<file path="config.mk">
export PLATFORM = sky130hd
export DESIGN_NAME = rgb565_to_ycbcr420_mcu
export DESIGN_NICKNAME = d
export VERILOG_FILES = /design/src/rtl/rgbyc_pkg.sv /design/src/rtl/rgb565_to_ycbcr420_mcu.sv /design/src/rtl/rgbyc_prep.sv /design/src/rtl/rgbyc_mult.sv /design/src/rtl/rgbyc_out.sv
export SDC_FILE = /design/constraint.sdc
export NUM_CORES = 1
export LEC_CHECK = 0
export BUFFER_PORTS_ARGS = -buffer_cell sky130_fd_sc_hd__buf_2
export CAP_MARGIN = 20
export CORE_MARGIN = 2
export CORE_UTILIZATION = 55
export DETAILED_ROUTE_END_ITERATION = 12
export PLACE_DENSITY = 0.85
export SYNTH_ARGS = -nofsm -noshare
export SYNTH_HDL_FRONTEND = slang
export SYNTH_SLANG_ARGS = --single-unit
</file>
<file path="constraint.sdc">
create_clock -name clk_i -period 5.5 [get_ports clk_i]
set_clock_uncertainty 0.1 [all_clocks]
set_input_delay 0.55 -clock clk_i [delete_from_list [all_inputs] [get_ports clk_i]]
set_output_delay 0.55 -clock clk_i [all_outputs]
set_load 0.01 [all_outputs]
</file>
<file path="src/rtl/rgbyc_pkg.sv">
`timescale 1ns / 1ps

package rgbyc_pkg;

  localparam int unsigned AddrW  = 21;
  localparam int unsigned IdxW   = 14;
  localparam int unsigned ProdW  = 24;
  localparam int unsigned SumW   = 26;

  localparam logic [6:0]  CfgReset = 7'd50;

  localparam logic [15:0] YrCoef  = 16'd19595;
  localparam logic [15:0] YgCoef  = 16'd38470;
  localparam logic [15:0] YbCoef  = 16'd7471;
  localparam logic [15:0] CbrCoef = 16'd11056;
  localparam logic [15:0] CbgCoef = 16'd21712;
  localparam logic [15:0] CbbCoef = 16'd32768;
  localparam logic [15:0] CrrCoef = 16'd32768;
  localparam logic [15:0] CrgCoef = 16'd27440;
  localparam logic [15:0] CrbCoef = 16'd5328;

  localparam logic [SumW-1:0] ChromaBias = SumW'(8388608);

  localparam logic [AddrW-1:0] CbOffset = AddrW'(256);
  localparam logic [AddrW-1:0] CrOffset = AddrW'(320);

  typedef struct packed {
    logic [7:0]      r;
    logic [7:0]      g;
    logic [7:0]      b;
    logic [IdxW-1:0] idx;
    logic [7:0]      loff;
    logic [5:0]      coff;
    logic            chroma;
  } s1_t;

  typedef struct packed {
    logic [AddrW-1:0] base;
    logic [7:0]       loff;
    logic [5:0]       coff;
    logic             chroma;
    logic [ProdW-1:0] yr;
    logic [ProdW-1:0] yg;
    logic [ProdW-1:0] yb;
    logic [ProdW-1:0] cbr;
    logic [ProdW-1:0] cbg;
    logic [ProdW-1:0] cbb;
    logic [ProdW-1:0] crr;
    logic [ProdW-1:0] crg;
    logic [ProdW-1:0] crb;
  } s2_t;

  function automatic logic [7:0] widen5(input logic [4:0] v);
    return {v, v[4:2]};
  endfunction

  function automatic logic [7:0] widen6(input logic [5:0] v);
    return {v, v[5:4]};
  endfunction

  function automatic logic [7:0] clamp_byte(input logic signed [SumW-1:0] v);
    logic signed [SumW-1:0] sh;
    sh = v >>> 16;
    if (sh < 0) return 8'd0;
    if (sh > 255) return 8'd255;
    return sh[7:0];
  endfunction

endpackage

</file>
<file path="src/rtl/rgb565_to_ycbcr420_mcu.sv">
`timescale 1ns / 1ps

// Channel  Handshake                Payload
// cfg      cfg_valid_i/cfg_ready_o  cfg_data_i (mcus_per_row)
// in       in_valid_i/in_ready_o    pixel, pixel_column/row, mcu_column/row
// out      out_valid_o/out_ready_i  y, cb, cr addresses and values, chroma_valid
//
// One beat per cycle sustained while out_ready_i is high; registered stages: prep, multiply, sum/clamp.
// Each stage holds a valid bit; a stage loads when it is empty or drains.
// Reset clears the valid bits and loads mcus_per_row with 50.
// A stall at the output backs up stage by stage; bubbles are squeezed out.

module rgb565_to_ycbcr420_mcu import rgbyc_pkg::*; #(
  parameter int unsigned MAX_MCUS_PER_ROW = 64,
  parameter int unsigned MAX_MCU_ROWS     = 64
) (
  input  logic             clk_i,
  input  logic             rst_ni,
  input  logic             cfg_valid_i,
  output logic             cfg_ready_o,
  input  logic [6:0]       cfg_data_i,
  input  logic             in_valid_i,
  output logic             in_ready_o,
  input  logic [15:0]      pixel_i,
  input  logic [3:0]       pixel_column_i,
  input  logic [3:0]       pixel_row_i,
  input  logic [5:0]       mcu_column_i,
  input  logic [5:0]       mcu_row_i,
  output logic             out_valid_o,
  input  logic             out_ready_i,
  output logic [AddrW-1:0] y_address_o,
  output logic [7:0]       y_value_o,
  output logic             chroma_valid_o,
  output logic [AddrW-1:0] cb_address_o,
  output logic [7:0]       cb_value_o,
  output logic [AddrW-1:0] cr_address_o,
  output logic [7:0]       cr_value_o
);

  logic [6:0] per_row_q;
  logic       s1_valid, s1_ready, s2_valid, s2_ready;
  s1_t        s1_data;
  s2_t        s2_data;

  assign cfg_ready_o = 1'b1;

  always_ff @(posedge clk_i or negedge rst_ni) begin
    if (!rst_ni) begin
      per_row_q <= CfgReset;
    end else if (cfg_valid_i) begin
      per_row_q <= cfg_data_i;
    end
  end

  rgbyc_prep #(
    .MAX_MCUS_PER_ROW(MAX_MCUS_PER_ROW),
    .MAX_MCU_ROWS    (MAX_MCU_ROWS)
  ) u_prep (
    .clk_i         (clk_i),
    .rst_ni        (rst_ni),
    .mcus_per_row_i(per_row_q),
    .valid_i       (in_valid_i),
    .ready_o       (in_ready_o),
    .pixel_i       (pixel_i),
    .pixel_column_i(pixel_column_i),
    .pixel_row_i   (pixel_row_i),
    .mcu_column_i  (mcu_column_i),
    .mcu_row_i     (mcu_row_i),
    .valid_o       (s1_valid),
    .ready_i       (s1_ready),
    .data_o        (s1_data)
  );

  rgbyc_mult u_mult (
    .clk_i  (clk_i),
    .rst_ni (rst_ni),
    .valid_i(s1_valid),
    .ready_o(s1_ready),
    .data_i (s1_data),
    .valid_o(s2_valid),
    .ready_i(s2_ready),
    .data_o (s2_data)
  );

  rgbyc_out u_out (
    .clk_i         (clk_i),
    .rst_ni        (rst_ni),
    .valid_i       (s2_valid),
    .ready_o       (s2_ready),
    .data_i        (s2_data),
    .valid_o       (out_valid_o),
    .ready_i       (out_ready_i),
    .y_address_o   (y_address_o),
    .y_value_o     (y_value_o),
    .chroma_valid_o(chroma_valid_o),
    .cb_address_o  (cb_address_o),
    .cb_value_o    (cb_value_o),
    .cr_address_o  (cr_address_o),
    .cr_value_o    (cr_value_o)
  );

endmodule

</file>
<file path="src/rtl/rgbyc_prep.sv">
`timescale 1ns / 1ps

module rgbyc_prep import rgbyc_pkg::*; #(
  parameter int unsigned MAX_MCUS_PER_ROW = 64,
  parameter int unsigned MAX_MCU_ROWS     = 64
) (
  input  logic        clk_i,
  input  logic        rst_ni,
  input  logic [6:0]  mcus_per_row_i,
  input  logic        valid_i,
  output logic        ready_o,
  input  logic [15:0] pixel_i,
  input  logic [3:0]  pixel_column_i,
  input  logic [3:0]  pixel_row_i,
  input  logic [5:0]  mcu_column_i,
  input  logic [5:0]  mcu_row_i,
  output logic        valid_o,
  input  logic        ready_i,
  output s1_t         data_o
);

  localparam logic [8:0] PerRowMax = 9'(MAX_MCUS_PER_ROW);
  localparam logic [8:0] ColMax    = 9'(MAX_MCUS_PER_ROW - 1);
  localparam logic [8:0] RowMax    = 9'(MAX_MCU_ROWS - 1);

  logic       valid_q;
  s1_t        data_q, data_d;
  logic [6:0] per_row;
  logic [5:0] mcol, mrow;

  always_comb begin
    per_row = ({2'b00, mcus_per_row_i} > PerRowMax) ? PerRowMax[6:0] : mcus_per_row_i;
    mcol    = ({3'b000, mcu_column_i} > ColMax) ? ColMax[5:0] : mcu_column_i;
    mrow    = ({3'b000, mcu_row_i} > RowMax) ? RowMax[5:0] : mcu_row_i;
    data_d.r      = widen5(pixel_i[15:11]);
    data_d.g      = widen6(pixel_i[10:5]);
    data_d.b      = widen5(pixel_i[4:0]);
    data_d.idx    = IdxW'(mrow) * IdxW'(per_row) + IdxW'(mcol);
    data_d.loff   = {pixel_row_i[3], pixel_column_i[3], pixel_row_i[2:0], pixel_column_i[2:0]};
    data_d.coff   = {pixel_row_i[3:1], pixel_column_i[3:1]};
    data_d.chroma = ~(pixel_row_i[0] | pixel_column_i[0]);
  end

  assign ready_o = ~valid_q | ready_i;

  always_ff @(posedge clk_i or negedge rst_ni) begin
    if (!rst_ni) begin
      valid_q <= 1'b0;
    end else if (ready_o) begin
      valid_q <= valid_i;
    end
  end

  always_ff @(posedge clk_i) begin
    if (valid_i && ready_o) begin
      data_q <= data_d;
    end
  end

  assign valid_o = valid_q;
  assign data_o  = data_q;

endmodule

</file>
<file path="src/rtl/rgbyc_mult.sv">
`timescale 1ns / 1ps

module rgbyc_mult import rgbyc_pkg::*; (
  input  logic clk_i,
  input  logic rst_ni,
  input  logic valid_i,
  output logic ready_o,
  input  s1_t  data_i,
  output logic valid_o,
  input  logic ready_i,
  output s2_t  data_o
);

  logic valid_q;
  s2_t  data_q, data_d;

  always_comb begin
    data_d.base   = AddrW'({data_i.idx, 8'd0} + {1'b0, data_i.idx, 7'd0});
    data_d.loff   = data_i.loff;
    data_d.coff   = data_i.coff;
    data_d.chroma = data_i.chroma;
    data_d.yr     = data_i.r * YrCoef;
    data_d.yg     = data_i.g * YgCoef;
    data_d.yb     = data_i.b * YbCoef;
    data_d.cbr    = data_i.r * CbrCoef;
    data_d.cbg    = data_i.g * CbgCoef;
    data_d.cbb    = data_i.b * CbbCoef;
    data_d.crr    = data_i.r * CrrCoef;
    data_d.crg    = data_i.g * CrgCoef;
    data_d.crb    = data_i.b * CrbCoef;
  end

  assign ready_o = ~valid_q | ready_i;

  always_ff @(posedge clk_i or negedge rst_ni) begin
    if (!rst_ni) begin
      valid_q <= 1'b0;
    end else if (ready_o) begin
      valid_q <= valid_i;
    end
  end

  always_ff @(posedge clk_i) begin
    if (valid_i && ready_o) begin
      data_q <= data_d;
    end
  end

  assign valid_o = valid_q;
  assign data_o  = data_q;

endmodule

</file>
<file path="src/rtl/rgbyc_out.sv">
`timescale 1ns / 1ps

module rgbyc_out import rgbyc_pkg::*; (
  input  logic             clk_i,
  input  logic             rst_ni,
  input  logic             valid_i,
  output logic             ready_o,
  input  s2_t              data_i,
  output logic             valid_o,
  input  logic             ready_i,
  output logic [AddrW-1:0] y_address_o,
  output logic [7:0]       y_value_o,
  output logic             chroma_valid_o,
  output logic [AddrW-1:0] cb_address_o,
  output logic [7:0]       cb_value_o,
  output logic [AddrW-1:0] cr_address_o,
  output logic [7:0]       cr_value_o
);

  logic                   valid_q;
  logic [AddrW-1:0]       y_addr_q, cb_addr_q, cr_addr_q;
  logic [AddrW-1:0]       y_addr_d, cb_addr_d, cr_addr_d;
  logic [7:0]             y_val_q, cb_val_q, cr_val_q;
  logic [7:0]             y_val_d, cb_val_d, cr_val_d;
  logic                   chroma_q;
  logic signed [SumW-1:0] y_sum, cb_sum, cr_sum;

  always_comb begin
    y_sum  = $signed(SumW'(data_i.yr) + SumW'(data_i.yg) + SumW'(data_i.yb));
    cb_sum = $signed(ChromaBias + SumW'(data_i.cbb) - SumW'(data_i.cbr) - SumW'(data_i.cbg));
    cr_sum = $signed(ChromaBias + SumW'(data_i.crr) - SumW'(data_i.crg) - SumW'(data_i.crb));
    y_addr_d  = data_i.base + AddrW'(data_i.loff);
    y_val_d   = clamp_byte(y_sum);
    cb_addr_d = '0;
    cr_addr_d = '0;
    cb_val_d  = '0;
    cr_val_d  = '0;
    if (data_i.chroma) begin
      cb_addr_d = data_i.base + CbOffset + AddrW'(data_i.coff);
      cr_addr_d = data_i.base + CrOffset + AddrW'(data_i.coff);
      cb_val_d  = clamp_byte(cb_sum);
      cr_val_d  = clamp_byte(cr_sum);
    end
  end

  assign ready_o = ~valid_q | ready_i;

  always_ff @(posedge clk_i or negedge rst_ni) begin
    if (!rst_ni) begin
      valid_q <= 1'b0;
    end else if (ready_o) begin
      valid_q <= valid_i;
    end
  end

  always_ff @(posedge clk_i) begin
    if (valid_i && ready_o) begin
      y_addr_q  <= y_addr_d;
      y_val_q   <= y_val_d;
      chroma_q  <= data_i.chroma;
      cb_addr_q <= cb_addr_d;
      cb_val_q  <= cb_val_d;
      cr_addr_q <= cr_addr_d;
      cr_val_q  <= cr_val_d;
    end
  end

  assign valid_o        = valid_q;
  assign y_address_o    = y_addr_q;
  assign y_value_o      = y_val_q;
  assign chroma_valid_o = chroma_q;
  assign cb_address_o   = cb_addr_q;
  assign cb_value_o     = cb_val_q;
  assign cr_address_o   = cr_addr_q;
  assign cr_value_o     = cr_val_q;

endmodule

</file>
==> results.sh <==
export IMPL_fin_ws_ps=570.7
export IMPL_fp_coreArea_sq_mm=0.04422
export IMPL_dp_hpwl_um=43280
export IMPL_p_leak_nw=13.01
export IMPL_period_minus_slack_ps=4929
export IMPL_grt_first_pass_wirelength_um=87420
export IMPL_path_clk_slew_ps=60
export IMPL_setup_tns_final_ps=0
export IMPL_max_stage_delay_ps=560
export IMPL_die_x_um=215.8
export IMPL_fin_nets=3017
export IMPL_antenna_found_initial=0
export IMPL_drtIter0Drc=1100
export IMPL_finalPower_mw=14.57
export IMPL_routed_wl_um=53950
export IMPL_insertedDiodeCount=0
export IMPL_cap_viol_max_count=0
export IMPL_clockBufferDepth=3
export IMPL_cts_resized=0
export IMPL_port_buffers=136
export IMPL_cp_top_family="adder cells"
export IMPL_final_common_cell="ha_1"
export IMPL_wire_per_inst_um=18.26
export IMPL_final_cell_mix="ha_1, inv_1, edfxtp_1, fa_1, buf_2"
export IMPL_gp_congestion=0.9417
export IMPL_fin_crit_sh_pct=89.62
export IMPL_hold_viol=0
export IMPL_crit_chain="nor2b_1 -> nand2_1 -> fa_1 -> fa_1 -> inv_1 -> fa_1 -> fa_1 -> ha_1 -> nor2b_1 -> o21a_1 -> o22ai_1 -> o21ai_1 -> o41ai_1 -> xnor2_1"
export IMPL_critPathLaunchType="register"
export IMPL_overflow=0
export IMPL_grt_pass1_vias=17220
export IMPL_synth_nets=2858
export IMPL_cts_sinks=277
export IMPL_cts_made_buffers=34
export IMPL_placed_cell_area_sq_mm=0.02604
export IMPL_worst_pin_slew_ps=1055
export IMPL_crit_arrival_ps=5110
export IMPL_grt_max_degree=162
export IMPL_ys_seq_area_share_pct=33.53
export IMPL_cp_slowest_cell="fa_1"
export IMPL_end_kind="register"
export IMPL_post_place_ws_ps=625.5
export IMPL_area_delta_synth_final_pct=9.868
export IMPL_drt_pass1_iter_count=5
export IMPL_start_util_pct=55.79
export IMPL_rsz0062_at_grt="false"
export IMPL_ys_types=67
export IMPL_setup_viol=0
export IMPL_dieArea_sq_mm=0.04657
export IMPL_h_tree_depth=2
export IMPL_synth_top_flop_cell="edfxtp_1"
export IMPL_cp_num_buf_inv=1
export IMPL_hp_class="input pin to register"
export IMPL_placementRows=77
export IMPL_clockRootBuffer="clkbuf_16"
export IMPL_synthArstFlopShare_pct=3.610
export IMPL_drc=0
export IMPL_final_area_sq_mm=0.02711
export IMPL_clock_latency_ps=550
export IMPL_vias=16510
export IMPL_report_final_slew_viol_count=0
export IMPL_netlist_area_sq_mm=0.02467
export IMPL_grt_util_all_layers_pct=23.59
export IMPL_max_slew_margin_rel_pct=29.70
export IMPL_drive_above_1_share_pct=10.08
export IMPL_die_h_um=215.8
export IMPL_cts_tree="done"
export IMPL_crit_fanout=13
export IMPL_critPathRequiredTime_ps=5680
export IMPL_crit_type="register to register"
export IMPL_crit_top_cell="fa_1"
export IMPL_reg2reg_slack_ps=570
export IMPL_status="complete, no violations"
export IMPL_ys_ff_latch=277
export IMPL_yosys_warnings=0
export IMPL_synth_edff_count=267
export IMPL_irDropWorstVdd_uv=315.7
export IMPL_vias_per_cell=5.588
export IMPL_power_density_mw_per_mm2=537.5
export IMPL_io_pins=139
export IMPL_fmax_ghz=0.2029
export IMPL_syn_instance_count=2181
export IMPL_drtAntennaViolNets=0
export IMPL_synth_avg_cell_area_sq_um=11.31
## worst reg2reg max path, delay by kind of cell (launching register included)
| kind | cells | cell delay, ps |
|---|---|---|
| AOI/OAI and AO/OA | 4 | 880 |
| DFF | 1 | 490 |
| buffers and inverters | 1 | 60 |
| and+or+nand+nor | 3 | 610 |
| adders and majority gates | 5 | 2400 |
| xor gates and xnor gates | 1 | 130 |
## metal layers
metal / share of wire (%) / global-route usage (%) / vias up
met4: 2.4 / 6.713 / 0
met3: 4.5 / 2.650 / 94
met2: 49 / 40.32 / 403
met1: 44 / 31.86 / 8209
li1: - / - / 7802
met5: 0 / 0 / -
## final cells by class
cell class / instances / area, sq um
Tap cell: 592 / 740.7
Clock buffer: 39 / 869.6
Multi-Input combinational cell: 1496 / 14790
Fill cell: 3323 / 17110
Inverter: 381 / 1430
Clock inverter: 19 / 188.9
Sequential cell: 277 / 8272
Timing Repair Buffer: 150 / 813.3
## final timing paths
path / depth (start not counted) / from / end
min in group asynchronous: 2 / rst_ni / u_out.valid_o
max in group asynchronous: 2 / rst_ni / per_row_q[4]
hold / removal: 1 / pixel_i[1] / u_prep.data_o[33]
setup / recovery: 14 / per_row_q[6] / u_prep.data_o[28]
setup reg to reg: 14 / per_row_q[6] / u_prep.data_o[28]
hold reg to reg: 0 / u_prep.data_o[4] / u_mult.data_o[220]
## report_power, final
part	switching, mW	internal, mW
sequential	0.409	3.46
clock	0.918	1.24
combinational	4.83	3.71
## registers in the layout, indices dropped and copies added, names as in the netlist
register / count
per_row_q: 7
u_mult.data_o: 161
u_mult.valid_o: 1
u_out.cb_value_o: 8
u_out.chroma_valid_o: 1
u_out.cr_address_o: 21
u_out.cr_value_o: 8
u_out.valid_o: 1
u_out.y_address_o: 21
u_out.y_value_o: 8
u_prep.data_o: 39
u_prep.valid_o: 1
## synthesized netlist by cell type (4+ instances only)
cell,count,area [sq um]
a211oi_1,13,97.59
a21boi_0,5,37.54
a21o_1,33,247.7
a21oi_1,80,400.4
a311oi_1,5,43.79
a31oi_1,14,87.58
and2_1,49,306.5
and3_1,12,75.07
buf_4,22,165.2
clkbuf_1,5,18.77
dfrtp_1,7,175.2
edfxtp_1,267,8018
fa_1,181,3623
ha_1,448,5605
inv_1,381,1430
mux2_2,10,112.6
nand2_1,79,296.5
nand2b_1,19,118.9
nand3_1,24,120.1
nand4_1,12,75.07
nor2_1,98,367.9
nor2b_1,23,143.9
nor3_1,30,150.1
nor3b_1,5,37.54
o2111ai_1,4,35.03
o211ai_1,9,67.56
o21a_1,19,142.6
o21ai_0,29,145.1
o21ai_1,23,115.1
o21bai_1,19,142.6
o22ai_1,5,31.28
o41ai_2,5,81.33
or2_2,12,75.07
or3_1,11,68.82
xnor2_1,134,1174
xor2_1,27,236.5
## repair_timing
item | CTS | global route
endpoints found under the hold margin | 10 | 0
buffers inserted | 0 | 0
hold buffers | 1 | 0
## per-stage QoR
step	cells	hold WS [ps]	util [%]
2_1_floorplan	2181	154.4	-
3_3_place_gp	2894	300.9	58.84
3_5_place_dp	2895	304.5	58.88
4_1_cts	2954	41.46	61.30
5_1_grt	2954	51.62	61.30
6_report	2954	70.97	61.30
## cells by family (layout without fill, tap and decap cells)
logic type | after synthesis | after routing | synth area share [%]
fa+ha+maj | 629 | 629 | 37.41
other cells | 2 | 2 | 0.03044
simple gates | 388 | 388 | 7.881
mux | 10 | 10 | 0.4564
buf+inv | 408 | 589 | 6.542
flops | 277 | 277 | 33.53
xor+xnor | 161 | 161 | 5.715
compound gates | 306 | 306 | 8.444
No activity file was read; power rests on OpenSTA's default activity.
